$ cat src/rtl/nmea_gsv_satellite_tracker_core_macros.svh
// assertion macros for the gsv satellite tracker core
// expects clk_i and rst_ni in the scope where a macro is used
`ifndef NMEA_GSV_SATELLITE_TRACKER_CORE_MACROS_SVH
`define NMEA_GSV_SATELLITE_TRACKER_CORE_MACROS_SVH

// same-cycle implication
`define NGST_ASSERT_IMP(label, ante, cons) \
  label: assert property (@(posedge clk_i) disable iff (!rst_ni) (ante) |-> (cons)) \
    else $error("ngst assertion failed");

// next-cycle implication
`define NGST_ASSERT_NXT(label, ante, cons) \
  label: assert property (@(posedge clk_i) disable iff (!rst_ni) (ante) |=> (cons)) \
    else $error("ngst assertion failed");

`endif

$ cat src/rtl/ngst_pkg.sv
// shared constants, types and helper functions of the gsv satellite tracker
// no dependencies
`timescale 1ns / 1ps
package ngst_pkg;

  localparam int BUF_BYTES = 128;
  localparam int MAX_SATS  = 32;
  localparam int BUF_AW    = $clog2(BUF_BYTES);
  localparam int BCNT_W    = $clog2(BUF_BYTES + 1);
  localparam int SAT_AW    = (MAX_SATS > 1) ? $clog2(MAX_SATS) : 1;
  localparam int SCNT_W    = $clog2(MAX_SATS + 1);
  localparam int V_W       = 17;
  localparam int VX_W      = 20;
  localparam int unsigned FIELD_LIMIT = 99999;
  localparam logic [15:0] LOST_MAX    = 16'hFFFF;
  localparam logic [7:0]  CNO_MAX     = 8'd255;
  localparam logic [31:0] TTL_RESET   = 32'd10000;

  // characters
  localparam logic [7:0] CH_DOLLAR = 8'h24;
  localparam logic [7:0] CH_STAR   = 8'h2A;
  localparam logic [7:0] CH_COMMA  = 8'h2C;
  localparam logic [7:0] CH_CR     = 8'h0D;
  localparam logic [7:0] CH_LF     = 8'h0A;
  localparam logic [7:0] CH_G      = 8'h47;
  localparam logic [7:0] CH_S      = 8'h53;
  localparam logic [7:0] CH_V      = 8'h56;

  // register indexes
  localparam logic REG_TTL = 1'b0;

  typedef enum logic [1:0] {
    ACT_FEED  = 2'd0,
    ACT_QUERY = 2'd1,
    ACT_CLEAR = 2'd2,
    ACT_RSVD  = 2'd3
  } action_e;

  typedef enum logic [3:0] {
    S_IDLE, S_FEED, S_P1_RD, S_P1_DT, S_P1_END,
    S_P2_RD, S_P2_DT, S_SRCH, S_REUSE, S_Q
  } state_e;

  typedef struct packed {
    logic load;
    logic feed;
    logic p1_init;
    logic p1_step;
    logic p2_init;
    logic p2_step;
    logic k_clr;
    logic srch_step;
    logic reuse_step;
    logic q_step;
    logic out_load;
  } cmd_t;

  typedef struct packed {
    action_e action;
    logic    go_parse;
    logic    p1_last;
    logic    cks_ok;
    logic    p2_store;
    logic    p2_end;
    logic    p2_end_q;
    logic    srch_done;
    logic    srch_full;
    logic    reuse_done;
    logic    q_done;
    logic    out_free;
  } sts_t;

  function automatic logic is_hex(input logic [7:0] c);
    return (c >= 8'h30 && c <= 8'h39) || (c >= 8'h41 && c <= 8'h46) ||
           (c >= 8'h61 && c <= 8'h66);
  endfunction

  function automatic logic [3:0] hex_val(input logic [7:0] c);
    logic [7:0] r;
    if (c <= 8'h39) r = c - 8'h30;
    else if (c <= 8'h46) r = c - 8'h37;
    else r = c - 8'h57;
    return r[3:0];
  endfunction

  function automatic logic is_digit(input logic [7:0] c);
    return c >= 8'h30 && c <= 8'h39;
  endfunction

endpackage

$ cat src/rtl/ngst_ram.sv
// generic single-port-write, single-port-read ram with registered read
// no dependencies
`timescale 1ns / 1ps
module ngst_ram #(
  parameter int WIDTH = 8,
  parameter int DEPTH = 128
) (
  input  logic                     clk_i,
  input  logic                     we_i,
  input  logic [$clog2(DEPTH)-1:0] waddr_i,
  input  logic [WIDTH-1:0]         wdata_i,
  input  logic [$clog2(DEPTH)-1:0] raddr_i,
  output logic [WIDTH-1:0]         rdata_o
);

  logic [WIDTH-1:0] mem_q [DEPTH];

  // write port and registered read
  always_ff @(posedge clk_i) begin
    if (we_i) begin
      mem_q[waddr_i] <= wdata_i;
    end
    rdata_o <= mem_q[raddr_i];
  end

endmodule

$ cat src/rtl/ngst_ctrl.sv
// sequencing state machine of the gsv tracker
// depends on ngst_pkg
`timescale 1ns / 1ps
module ngst_ctrl (
  input  logic          clk_i,
  input  logic          rst_ni,
  input  logic          in_valid_i,
  output logic          in_ready_o,
  input  ngst_pkg::sts_t sts_i,
  output ngst_pkg::cmd_t cmd_o
);
  import ngst_pkg::*;

  state_e state_q, state_d;

  // state register
  always_ff @(posedge clk_i or negedge rst_ni) begin
    if (!rst_ni) begin
      state_q <= S_IDLE;
    end else begin
      state_q <= state_d;
    end
  end

  // next state and commands
  always_comb begin
    state_d    = state_q;
    cmd_o      = '0;
    in_ready_o = 1'b0;
    unique case (state_q)
      S_IDLE: begin
        in_ready_o = 1'b1;
        if (in_valid_i) begin
          cmd_o.load = 1'b1;
          if (sts_i.action == ACT_FEED) begin
            state_d = S_FEED;
          end else begin
            cmd_o.k_clr = 1'b1;
            state_d     = S_Q;
          end
        end
      end
      S_FEED: begin
        cmd_o.feed = 1'b1;
        if (sts_i.go_parse) begin
          cmd_o.p1_init = 1'b1;
          state_d       = S_P1_RD;
        end else begin
          cmd_o.k_clr = 1'b1;
          state_d     = S_Q;
        end
      end
      S_P1_RD: state_d = S_P1_DT;
      S_P1_DT: begin
        cmd_o.p1_step = 1'b1;
        state_d       = sts_i.p1_last ? S_P1_END : S_P1_RD;
      end
      S_P1_END: begin
        if (sts_i.cks_ok) begin
          cmd_o.p2_init = 1'b1;
          state_d       = S_P2_RD;
        end else begin
          cmd_o.k_clr = 1'b1;
          state_d     = S_Q;
        end
      end
      S_P2_RD: state_d = S_P2_DT;
      S_P2_DT: begin
        cmd_o.p2_step = 1'b1;
        if (sts_i.p2_store) begin
          cmd_o.k_clr = 1'b1;
          state_d     = S_SRCH;
        end else if (sts_i.p2_end) begin
          cmd_o.k_clr = 1'b1;
          state_d     = S_Q;
        end else begin
          state_d = S_P2_RD;
        end
      end
      S_SRCH: begin
        cmd_o.srch_step = 1'b1;
        if (sts_i.srch_done) begin
          cmd_o.k_clr = 1'b1;
          state_d     = sts_i.p2_end_q ? S_Q : S_P2_RD;
        end else if (sts_i.srch_full) begin
          cmd_o.k_clr = 1'b1;
          state_d     = S_REUSE;
        end
      end
      S_REUSE: begin
        cmd_o.reuse_step = 1'b1;
        if (sts_i.reuse_done) begin
          cmd_o.k_clr = 1'b1;
          state_d     = sts_i.p2_end_q ? S_Q : S_P2_RD;
        end
      end
      S_Q: begin
        if (sts_i.q_done) begin
          if (sts_i.out_free) begin
            cmd_o.out_load = 1'b1;
            state_d        = S_IDLE;
          end
        end else begin
          cmd_o.q_step = 1'b1;
        end
      end
      default: state_d = S_IDLE;
    endcase
  end

endmodule

$ cat src/rtl/ngst_dp.sv
// datapath of the gsv tracker: framing, sentence buffer, parser, table, query
// depends on ngst_pkg and ngst_ram
`timescale 1ns / 1ps
module ngst_dp (
  input  logic           clk_i,
  input  logic           rst_ni,
  input  ngst_pkg::cmd_t cmd_i,
  output ngst_pkg::sts_t sts_o,
  input  logic [31:0]    ttl_ms_i,
  input  logic [1:0]     action_i,
  input  logic [7:0]     byte_value_i,
  input  logic [31:0]    now_ms_i,
  input  logic [7:0]     cno_threshold_i,
  output logic           out_valid_o,
  input  logic           out_ready_i,
  output logic [5:0]     live_count_o,
  output logic [7:0]     best_cno_o,
  output logic [5:0]     strong_count_o,
  output logic [5:0]     entries_used_o,
  output logic [15:0]    overflow_count_o
);
  import ngst_pkg::*;

  // item registers
  logic [7:0]  byte_q, thr_q;
  logic [31:0] now_q;

  // framing and buffer
  logic [BCNT_W-1:0] count_q, n_q, idx_q;
  logic              in_sent_q;
  logic              buf_we;
  logic [7:0]        rdata;

  // checksum pass
  logic              star_found_q, gsv_bad_q;
  logic [BCNT_W-1:0] star_idx_q;
  logic [7:0]        xor_q, tal_hi_q, tal_lo_q, hi_c_q, lo_c_q;

  // field pass
  logic [7:0]     field_q;
  logic [V_W-1:0] v_q;
  logic           vok_q, vlen_q, id_ok_q, p2_end_q;
  logic [15:0]    id_q, st_svid_q;
  logic [7:0]     st_cno_q;

  // table
  logic [15:0]       e_talker_q [MAX_SATS];
  logic [15:0]       e_svid_q   [MAX_SATS];
  logic [7:0]        e_cno_q    [MAX_SATS];
  logic [31:0]       e_seen_q   [MAX_SATS];
  logic [SCNT_W-1:0] used_q, k_q;
  logic [15:0]       lost_q;
  logic              tbl_we;
  logic [SAT_AW-1:0] tbl_widx;

  // query accumulators
  logic [SCNT_W-1:0] live_q, strong_q;
  logic [7:0]        best_q;

  logic [SAT_AW-1:0] ki;
  logic              k_in, k_live, k_match, sep, eol;
  logic [15:0]       talker;
  logic [VX_W-1:0]   vn;
  logic              fok;

  assign ki      = k_q[SAT_AW-1:0];
  assign k_in    = k_q < used_q;
  assign k_live  = (now_q - e_seen_q[ki]) < ttl_ms_i;
  assign talker  = {tal_hi_q, tal_lo_q};
  assign k_match = (e_talker_q[ki] == talker) && (e_svid_q[ki] == st_svid_q);
  assign sep     = (rdata == CH_COMMA) || (rdata == CH_STAR);
  assign eol     = (byte_q == CH_CR) || (byte_q == CH_LF);
  assign fok     = vok_q && vlen_q;
  assign vn      = VX_W'(v_q) * VX_W'(10) + VX_W'(rdata[3:0]);

  // sentence buffer
  ngst_ram #(.WIDTH(8), .DEPTH(BUF_BYTES)) u_buf (
    .clk_i  (clk_i),
    .we_i   (buf_we),
    .waddr_i(count_q[BUF_AW-1:0]),
    .wdata_i(byte_q),
    .raddr_i(idx_q[BUF_AW-1:0]),
    .rdata_o(rdata)
  );

  assign buf_we = cmd_i.feed && byte_q != CH_DOLLAR && in_sent_q && !eol &&
                  count_q < BCNT_W'(BUF_BYTES);

  // status to the controller
  always_comb begin
    sts_o.action     = action_e'(action_i);
    sts_o.go_parse   = byte_q != CH_DOLLAR && in_sent_q && eol && count_q != '0;
    sts_o.p1_last    = (idx_q + 1'b1) == n_q;
    sts_o.cks_ok     = n_q >= BCNT_W'(6) && !gsv_bad_q && star_found_q &&
                       star_idx_q != '0 && n_q == star_idx_q + BCNT_W'(3) &&
                       is_hex(hi_c_q) && is_hex(lo_c_q) &&
                       xor_q == {hex_val(hi_c_q), hex_val(lo_c_q)};
    sts_o.p2_store   = sep && field_q >= 8'd4 && field_q[1:0] == 2'd3 && id_ok_q;
    sts_o.p2_end     = rdata == CH_STAR;
    sts_o.p2_end_q   = p2_end_q;
    sts_o.srch_done  = (k_in && k_match) || (!k_in && used_q < SCNT_W'(MAX_SATS));
    sts_o.srch_full  = !k_in && used_q >= SCNT_W'(MAX_SATS);
    sts_o.reuse_done = !k_live || k_q == SCNT_W'(MAX_SATS - 1);
    sts_o.q_done     = !k_in;
    sts_o.out_free   = !out_valid_o || out_ready_i;
  end

  // table write selection
  always_comb begin
    tbl_we   = 1'b0;
    tbl_widx = ki;
    if (cmd_i.srch_step) begin
      if (k_in && k_match) begin
        tbl_we = 1'b1;
      end else if (!k_in && used_q < SCNT_W'(MAX_SATS)) begin
        tbl_we   = 1'b1;
        tbl_widx = used_q[SAT_AW-1:0];
      end
    end else if (cmd_i.reuse_step && !k_live) begin
      tbl_we = 1'b1;
    end
  end

  // table storage, only slots below the fill count are ever read
  always_ff @(posedge clk_i) begin
    if (tbl_we) begin
      e_talker_q[tbl_widx] <= talker;
      e_svid_q[tbl_widx]   <= st_svid_q;
      e_cno_q[tbl_widx]    <= st_cno_q;
      e_seen_q[tbl_widx]   <= now_q;
    end
  end

  // item payload registers
  always_ff @(posedge clk_i) begin
    if (cmd_i.load) begin
      byte_q <= byte_value_i;
      now_q  <= now_ms_i;
      thr_q  <= cno_threshold_i;
    end
  end

  // framing, fill count and overflow count
  always_ff @(posedge clk_i or negedge rst_ni) begin
    if (!rst_ni) begin
      count_q   <= '0;
      in_sent_q <= 1'b0;
      used_q    <= '0;
      lost_q    <= '0;
    end else begin
      if (cmd_i.load && action_e'(action_i) == ACT_CLEAR) begin
        count_q   <= '0;
        in_sent_q <= 1'b0;
        used_q    <= '0;
        lost_q    <= '0;
      end
      if (cmd_i.feed) begin
        if (byte_q == CH_DOLLAR) begin
          count_q   <= '0;
          in_sent_q <= 1'b1;
        end else if (in_sent_q) begin
          if (eol || count_q >= BCNT_W'(BUF_BYTES)) begin
            count_q   <= '0;
            in_sent_q <= 1'b0;
          end else begin
            count_q <= count_q + 1'b1;
          end
        end
      end
      if (cmd_i.srch_step && !k_in && used_q < SCNT_W'(MAX_SATS)) begin
        used_q <= used_q + 1'b1;
      end
      if (cmd_i.reuse_step && k_live && k_q == SCNT_W'(MAX_SATS - 1) &&
          lost_q != LOST_MAX) begin
        lost_q <= lost_q + 1'b1;
      end
    end
  end

  // parser passes
  always_ff @(posedge clk_i) begin
    if (cmd_i.feed) begin
      n_q <= count_q;
    end
    if (cmd_i.p1_init || cmd_i.p2_init) begin
      idx_q <= '0;
    end else if (cmd_i.p1_step || cmd_i.p2_step) begin
      idx_q <= idx_q + 1'b1;
    end
    // checksum and header pass
    if (cmd_i.p1_init) begin
      star_found_q <= 1'b0;
      gsv_bad_q    <= 1'b0;
      xor_q        <= '0;
      star_idx_q   <= '0;
    end else if (cmd_i.p1_step) begin
      if (!star_found_q) begin
        if (rdata == CH_STAR) begin
          star_found_q <= 1'b1;
          star_idx_q   <= idx_q;
        end else begin
          xor_q <= xor_q ^ rdata;
        end
      end
      if (idx_q == BCNT_W'(0)) tal_hi_q <= rdata;
      if (idx_q == BCNT_W'(1)) tal_lo_q <= rdata;
      if ((idx_q == BCNT_W'(2) && rdata != CH_G) || (idx_q == BCNT_W'(3) && rdata != CH_S) ||
          (idx_q == BCNT_W'(4) && rdata != CH_V) || (idx_q == BCNT_W'(5) && rdata != CH_COMMA)) begin
        gsv_bad_q <= 1'b1;
      end
      if (star_found_q && idx_q == star_idx_q + 1'b1) hi_c_q <= rdata;
      if (star_found_q && idx_q == star_idx_q + BCNT_W'(2)) lo_c_q <= rdata;
    end
    // field pass
    if (cmd_i.p2_init) begin
      field_q  <= '0;
      v_q      <= '0;
      vok_q    <= 1'b1;
      vlen_q   <= 1'b0;
      id_ok_q  <= 1'b0;
      p2_end_q <= 1'b0;
    end else if (cmd_i.p2_step) begin
      if (sep) begin
        if (field_q >= 8'd4) begin
          if (field_q[1:0] == 2'd0) begin
            id_ok_q <= fok;
            id_q    <= v_q[15:0];
          end else if (field_q[1:0] == 2'd3) begin
            st_svid_q <= id_q;
            st_cno_q  <= !fok ? 8'd0 :
                         (v_q > V_W'(CNO_MAX)) ? CNO_MAX : v_q[7:0];
            id_ok_q   <= 1'b0;
          end
        end
        field_q  <= field_q + 1'b1;
        v_q      <= '0;
        vok_q    <= 1'b1;
        vlen_q   <= 1'b0;
        p2_end_q <= rdata == CH_STAR;
      end else begin
        vlen_q <= 1'b1;
        if (vok_q) begin
          if (!is_digit(rdata) || vn > VX_W'(FIELD_LIMIT)) begin
            vok_q <= 1'b0;
          end else begin
            v_q <= vn[V_W-1:0];
          end
        end
      end
    end
  end

  // scan index over the table
  always_ff @(posedge clk_i) begin
    if (cmd_i.k_clr) begin
      k_q <= '0;
    end else if (cmd_i.srch_step || cmd_i.reuse_step || cmd_i.q_step) begin
      k_q <= k_q + 1'b1;
    end
  end

  // query accumulation
  always_ff @(posedge clk_i) begin
    if (cmd_i.load) begin
      live_q   <= '0;
      strong_q <= '0;
      best_q   <= '0;
    end else if (cmd_i.q_step && k_live) begin
      live_q <= live_q + 1'b1;
      if (e_cno_q[ki] > best_q) best_q <= e_cno_q[ki];
      if (e_cno_q[ki] >= thr_q) strong_q <= strong_q + 1'b1;
    end
  end

  // result register
  always_ff @(posedge clk_i or negedge rst_ni) begin
    if (!rst_ni) begin
      out_valid_o <= 1'b0;
    end else if (cmd_i.out_load) begin
      out_valid_o <= 1'b1;
    end else if (out_ready_i) begin
      out_valid_o <= 1'b0;
    end
  end

  always_ff @(posedge clk_i) begin
    if (cmd_i.out_load) begin
      live_count_o     <= 6'(live_q);
      best_cno_o       <= best_q;
      strong_count_o   <= 6'(strong_q);
      entries_used_o   <= 6'(used_q);
      overflow_count_o <= lost_q;
    end
  end

endmodule

$ cat src/rtl/nmea_gsv_satellite_tracker_core.sv
// top level of the gsv satellite tracker: apb register, controller, datapath
// depends on ngst_pkg, ngst_ctrl, ngst_dp and the assertion macro header
//
// Input beats carry an action (feed byte, query, clear), an nmea byte, the
// current millisecond time and a c/n0 threshold. Every accepted beat yields
// exactly one result beat: live count, best c/n0, strong count, slots in use
// and the overflow count, all taken after the beat's action is applied.
// One item at a time: in_ready_o is high only while the block is idle.
// A plain byte or query ends with the one-slot-per-cycle query scan over
// the slots in use. A byte ending a sentence adds a checksum pass and a
// field pass over the buffered bytes, and per stored satellite a search
// over the slots in use plus, when the table is full, a reuse scan.
// The result sits in an output register, so a stalled receiver does not stop
// the next item from being accepted; only the following result waits.
// Reset clears framing, fill count and overflow count and sets ttl_ms to
// 10000; no clearing pass is needed. The ttl register sits at address 0.
`timescale 1ns / 1ps
`include "nmea_gsv_satellite_tracker_core_macros.svh"
module nmea_gsv_satellite_tracker_core (
  input  logic        clk_i,
  input  logic        rst_ni,
  input  logic        in_valid_i,
  output logic        in_ready_o,
  input  logic [1:0]  action_i,
  input  logic [7:0]  byte_value_i,
  input  logic [31:0] now_ms_i,
  input  logic [7:0]  cno_threshold_i,
  output logic        out_valid_o,
  input  logic        out_ready_i,
  output logic [5:0]  live_count_o,
  output logic [7:0]  best_cno_o,
  output logic [5:0]  strong_count_o,
  output logic [5:0]  entries_used_o,
  output logic [15:0] overflow_count_o,
  input  logic        psel,
  input  logic        penable,
  input  logic        pwrite,
  input  logic [2:0]  paddr,
  input  logic [31:0] pwdata,
  output logic [31:0] prdata,
  output logic        pready
);
  import ngst_pkg::*;

  cmd_t        cmd;
  sts_t        sts;
  logic [31:0] ttl_q;

  // apb register
  assign pready = 1'b1;
  assign prdata = (paddr[2] == REG_TTL) ? ttl_q : 32'd0;

  always_ff @(posedge clk_i or negedge rst_ni) begin
    if (!rst_ni) begin
      ttl_q <= TTL_RESET;
    end else if (psel && penable && pwrite && pready && paddr[2] == REG_TTL) begin
      ttl_q <= pwdata;
    end
  end

  ngst_ctrl u_ctrl (
    .clk_i     (clk_i),
    .rst_ni    (rst_ni),
    .in_valid_i(in_valid_i),
    .in_ready_o(in_ready_o),
    .sts_i     (sts),
    .cmd_o     (cmd)
  );

  ngst_dp u_dp (
    .clk_i           (clk_i),
    .rst_ni          (rst_ni),
    .cmd_i           (cmd),
    .sts_o           (sts),
    .ttl_ms_i        (ttl_q),
    .action_i        (action_i),
    .byte_value_i    (byte_value_i),
    .now_ms_i        (now_ms_i),
    .cno_threshold_i (cno_threshold_i),
    .out_valid_o     (out_valid_o),
    .out_ready_i     (out_ready_i),
    .live_count_o    (live_count_o),
    .best_cno_o      (best_cno_o),
    .strong_count_o  (strong_count_o),
    .entries_used_o  (entries_used_o),
    .overflow_count_o(overflow_count_o)
  );

  // checks
  `NGST_ASSERT_NXT(a_busy_after_accept, in_valid_i && in_ready_o, !in_ready_o)
  `NGST_ASSERT_IMP(a_counts_ordered, out_valid_o,
                   live_count_o <= entries_used_o && strong_count_o <= live_count_o)
  `NGST_ASSERT_IMP(a_best_needs_live, out_valid_o && best_cno_o != 8'd0,
                   live_count_o != 6'd0)

endmodule

$ cat config.mk
export PLATFORM = sky130hd
export DESIGN_NAME = nmea_gsv_satellite_tracker_core
export DESIGN_NICKNAME = d
export VERILOG_FILES = /design/src/rtl/ngst_pkg.sv /design/src/rtl/ngst_ram.sv /design/src/rtl/ngst_ctrl.sv /design/src/rtl/ngst_dp.sv /design/src/rtl/nmea_gsv_satellite_tracker_core.sv
export VERILOG_INCLUDE_DIRS = /design/src /design/src/rtl
export SDC_FILE = /design/constraint.sdc
export NUM_CORES = 2
export LEC_CHECK = 0
export BUFFER_PORTS_ARGS = -buffer_cell sky130_fd_sc_hd__buf_2
export CORE_MARGIN = 1
export CORE_UTILIZATION = 40
export CTS_BUF_LIST = sky130_fd_sc_hd__clkbuf_8
export DETAILED_ROUTE_END_ITERATION = 8
export PLACE_DENSITY = 0.57
export SYNTH_ARGS = -nofsm -noshare
export SYNTH_HDL_FRONTEND = slang
export SYNTH_SLANG_ARGS = --single-unit
export TNS_END_PERCENT = 50
$ cat constraint.sdc
create_clock -name clk_i -period 13.4 [get_ports clk_i]
set_input_delay 1.34 -clock clk_i [delete_from_list [all_inputs] [get_ports clk_i]]
set_output_delay 1.34 -clock clk_i [all_outputs]
set_load 0.01 [all_outputs]
### After elaboration in Yosys (flattened, before gate mapping)

Memory sizes are Yosys's and may differ from the RTL's. A register that Yosys moved wholly into a read port is not among the register bits.
Cells that the tools add are included.

* register bits: 319
* memory bits (writable): 3328
* input bits: 92
* memories: 5

Memory list
* u_dp.e_seen_q: words 32, bits a word 32, rd ports 1, clocked after Yosys merged registers in 1, wr ports 1, RTL line ngst_dp.sv:50 `logic [31:0] e_seen_q [MAX_SATS];`
* u_dp.u_buf.mem_q: words 128, bits a word 8, rd ports 1, clocked after Yosys merged registers in 1, wr ports 1, RTL line ngst_ram.sv:16 `logic [WIDTH-1:0] mem_q [DEPTH];`
* u_dp.e_svid_q: words 32, bits a word 16, rd ports 1, clocked after Yosys merged registers in 1, wr ports 1, RTL line ngst_dp.sv:48 `logic [15:0] e_svid_q [MAX_SATS];`
* u_dp.e_talker_q: words 32, bits a word 16, rd ports 1, clocked after Yosys merged registers in 1, wr ports 1, RTL line ngst_dp.sv:47 `logic [15:0] e_talker_q [MAX_SATS];`
* u_dp.e_cno_q: words 32, bits a word 8, rd ports 1, clocked after Yosys merged registers in 1, wr ports 1, RTL line ngst_dp.sv:49 `logic [7:0] e_cno_q [MAX_SATS];`

* $add $sub $neg: 19
* multipliers: 1
* $lt $le $gt $ge: 26
* equal/unequal tests: 41
* mux-type cells: 90
* bitwise gates (word level): 7
* reductions and logical operators: 96

Operators by type and width (count)
* $mux 4: 16
* $mux 5: 11
* $mux 17: 3
* $mux 8: 6
* $logic_and 1x1->1: 46
* $mux 1: 44
* $eq 8x8->1: 5
* $pmux 4 s10: 1
* $add 8x1->8 const B: 4
* $eq 16x16->1: 2
* $ge 8x7->1 const B: 4
* $le 8x7->1 const B: 4
* $lt 32x32->1: 1
* $mux 16: 2
* $mux 32: 1
* $sub 32x32->32: 1
* $add 6x1->6 const B: 4
* $eq 8x6->1 const B: 3
* $ge 8x6->1 const B: 3
* $le 8x6->1 const B: 3
* $ne 8x7->1 const B: 3
* $reduce_and 3->1: 7
* $add 20x4->20: 1
* $gt 20x17->1 const B: 1
* 46 further kinds: 104

### Longest topological paths before layout

* word-level depth: 12
* gate-level depth with buffers: 38

### Cells and area by module

Synthesis repeated with hierarchy kept, for this count alone.

* cell total of the unflattened synthesis: 6821
* area, all modules: 145778.6 um2

Modules (own cells, without submodules)
* ngst_dp: times used 1, cells each 5007, area an instance 104001.0 um2, sequential area each 76813.7 um2
* ngst_ram: times used 1, cells each 1635, area an instance 39665.5 um2, sequential area each 30909.6 um2
* nmea_gsv_satellite_tracker_core: times used 1, cells each 105, area an instance 1560.2 um2, sequential area each 807.0 um2
* ngst_ctrl: times used 1, cells each 74, area an instance 551.8 um2, sequential area each 100.1 um2

### Worst setup path after synthesis

No wires, ideal clock.

* kind: reg2reg
* start point: reg with a tool-made name
* end point: mem u_dp.e_cno_q[13][0] (enable)
* setup time: 526 ps
* data arrival time: 11089 ps
* data required time: 12874 ps
* slack: 1786 ps
* cell stages (with the launch flop): 34
* buffers on the path: 9
* clock period less this slack: 11614 ps
* cell sequence: dfxtp_1 -> buf_6 -> buf_6 -> buf_4 -> buf_4 -> buf_2 -> buf_2 -> buf_2 -> clkbuf_1 -> buf_2 -> mux4_2 -> mux4_2 -> mux2i_1 -> ha_1 -> nor2b_1 -> o21ai_0 -> a21o_1 -> a21oi_1 -> o211ai_1 -> a21oi_1 -> o221a_2 -> o41ai_1 -> nor4_1 -> a311o_1 -> ha_1 -> nand4_1 -> nor3_1 -> nand4_1 -> a211oi_1 -> o21a_1 -> o31ai_1 -> a21oi_1 -> o21ai_2 -> a21oi_1

RTL lines (RTL line)
* to (decl): ngst_dp.sv:49

==> metrics.yaml <==
outcome:
  status: "completed"
logic_synthesis:
  yosys.area.top_type: "edfxtp_1"
  synth_area_per_cell_um2: 20.4
  ys_ff_latch: 3660
  syn-num-nets: 7402
  yosys_most_used_dff: "edfxtp_1"
  synth_area_leaders: "edfxtp_1 72%, mux4_2 14%, mux2i_1 1.4%"
  synth_edf_count: 3498
  synthCells: 7164
  synth-seq-area-share_pct: 74.4
  synth_top_area_share_pct: 71.9
  yosysWarnings: 0
  synth-adder-area-share_pct: 1.27
  yosys.area_share.simple_pct: 3.36
  synth_cell_types: 93
  synth_top_family_by_area: "multiplexers"
  async_flop_share_pct: 1.86
  synth_compound_area_share_pct: 2.72
  netlist_area_um2: 146000
  muxShareOfSynthArea_pct: 16.1
  synth-xor-area-share_pct: 0.930
worst_setup_path:
  crit_slowest_cell: "dfxtp_4"
  crit_buf_inv: 3
  critPathRequiredTime_ns: 14.15
  arrival_ns: 11.53
  startpoint_type: "flop"
  cp_top_family: "compound AO/OA/AOI/OAI gates"
  rrSetupSlack_ns: 2.62
  crit_path_frequent_cell: "a21oi_1"
  critPathMaxFanout: 64
  end_kind: "flop"
  criticalPathCategory: "flop to flop"
  cp_slowest_stage_delay_ns: 0.82
floorplan:
  fp.coreArea_um2: 363000
  start_util_pct: 40.3
  fp.dieW_um: 606
  die_h_um: 606
  rows: 221
  fp.dieArea_um2: 368000
  ios: 169
clock_network:
  clk_path_buf_depth: 4
  cts.sinks: 3660
  cts_buffers: 600
  post_cts_buffers: 0
  hold_buffers: 0
  clk_latency_ns: 1.20
  htreeDepth: 6
  cts_resized: 0
  cts_tree: "yes"
  clockRootBuffer: "clkbuf_8"
  clkTransAtPathRegs_ns: 0.06
sta:
  fin_tns_setup_ns: 0
  fin_crit_sh_pct: 80.4
  setup_viol: 0
  fmax_mhz: 92.8
  rsz0062_at_grt: "no"
  finalHoldViolCount: 0
  fin_skew_ns: 0.118
  fin_crit_ns: 10.78
  fin_ws_ns: 2.62
  slew_headroom_pct: 12.5
  slew_violations: 0
  worstMarginPinSlew_ns: 1.31
grt:
  antenna_found_initial: 11
  grt_usage_pct: 20.2
  grt_pass1_wl_um: 537000
  grt_max_degree: 157
  grt_overflow: 0
  grt_pass1_vias: 75552
finish:
  nets: 8034
  final_cell_mix: "3498 x edfxtp_1, 924 x mux4_2, 620 x clkbuf_8, 320 x inv_1, 303 x nor2_1"
  final_common_cell: "edfxtp_1"
  area_growth_pct: 12.6
  drive_gt1_share_pct: 26.1
power_and_ir_drop:
  p_per_area_nw_per_um2: 180
  peakVddDrop_uv: 144
  power.leakage_nw: 53.5
min_path:
  hold_class: "input pin to async pin"
route:
  drt-pass1-iter-count: 6
  wirelength_um: 375000
  first_iter_violations: 7131
  ant_nets: 0
  vias: 73584
  viasPerCell: 5.63
  route.detailed.drc: 0
  wire_per_inst_um: 28.7
placement:
  gp_congestion: 0.811
  pre_cts_ws_ns: 2.61
  hpwl_um: 212000
  port_buffers: 165
job:
  cap_violations: 0
==> path summary, 6_finish.rpt <==
check                      cells past startpoint          from                  end
setup / recovery                              28          flop  u_dp.e_seen_q[6][8]
hold / removal                                 1        rst_ni     u_dp.out_valid_o
setup reg to reg                              28          flop  u_dp.e_seen_q[6][8]
hold reg to reg                                0  u_dp.id_q[8]    u_dp.st_svid_q[8]
max in group asynchronous                      2        rst_ni       u_dp.lost_q[0]
min in group clk_i                             1  now_ms_i[14]       u_dp.now_q[14]
==> metal layers <==
layer | share of wire, % | wire, um | vias to the layer above | track usage (%)
li1 | - | - | 31069 | -
met1 | 41 | 155000 | 39318 | 27.1
met2 | 50 | 188000 | 2635 | 34.1
met3 | 6.1 | 23100 | 562 | 3.07
met4 | 2.4 | 8990 | 0 | 5.57
met5 | 0 | 0 | - | 0
==> power by group <==
part / internal (mW) / leakage (nW) / total (mW) / switching, mW
clock: 4.39 / 6.29 / 8.85 / 4.46
sequential: 13.1 / 33.5 / 13.7 / 0.527
combinational: 3.16 / 13.7 / 7.13 / 3.98
==> final cells by class <==
| class | count | area [um2] |
|---|---|---|
| Fill cell | 30675 | 198000 |
| Sequential cell | 3660 | 109000 |
| Multi-Input combinational cell | 3066 | 35900 |
| Clock buffer | 620 | 8530 |
| Tap cell | 4794 | 6000 |
| Timing Repair Buffer | 372 | 2760 |
| Clock inverter | 443 | 2180 |
| Inverter | 96 | 373 |
| Antenna cell | 17 | 42.5 |
==> synthesized netlist by cell type (85+ instances only) <==
library cell	count
edfxtp_1	3498
mux4_2	924
nor2_1	322
nand2_1	225
mux2i_1	209
clkbuf_1	199
ha_1	143
a21oi_1	101
o21ai_0	99
nand3_1	98
inv_1	95
dfxtp_1	94
buf_2	87
a22oi_1	85
==> through the flow <==
stage                     power (mW)  util (%)  cells  cell area [um2]  hold slack (ns)
final                           29.7      45.3  13068           164000            0.188
after global routing            30.9      45.3  13066           164000            0.132
after CTS                       30.0      45.3  13051           164000           0.0672
after detailed placement        21.1      42.4  11988           154000            0.405
after global placement          21.0      42.4  11988           154000            0.401
after floorplan                 18.7         -   7164           146000            0.400
==> kinds of logic after synthesis <==
logic type,after synthesis
other,1
adders and majority gates,146
buffers and inverters,438
xor gates and xnor gates,155
AOI/OAI and AO/OA,578
DFF,3660
muxes,1182
and+or+nand+nor,1004
==> sequential cells by signal, summed over array words and instances (netlist names), 17 cells and up, named ones only <==
signal / cells
ttl_q: 32
u_dp.e_cno_q: 256
u_dp.e_seen_q: 1024
u_dp.e_svid_q: 512
u_dp.e_talker_q: 512
u_dp.now_q: 32
u_dp.u_buf.mem_q: 1024
u_dp.v_q: 17
(Power assumes the default switching activity.)
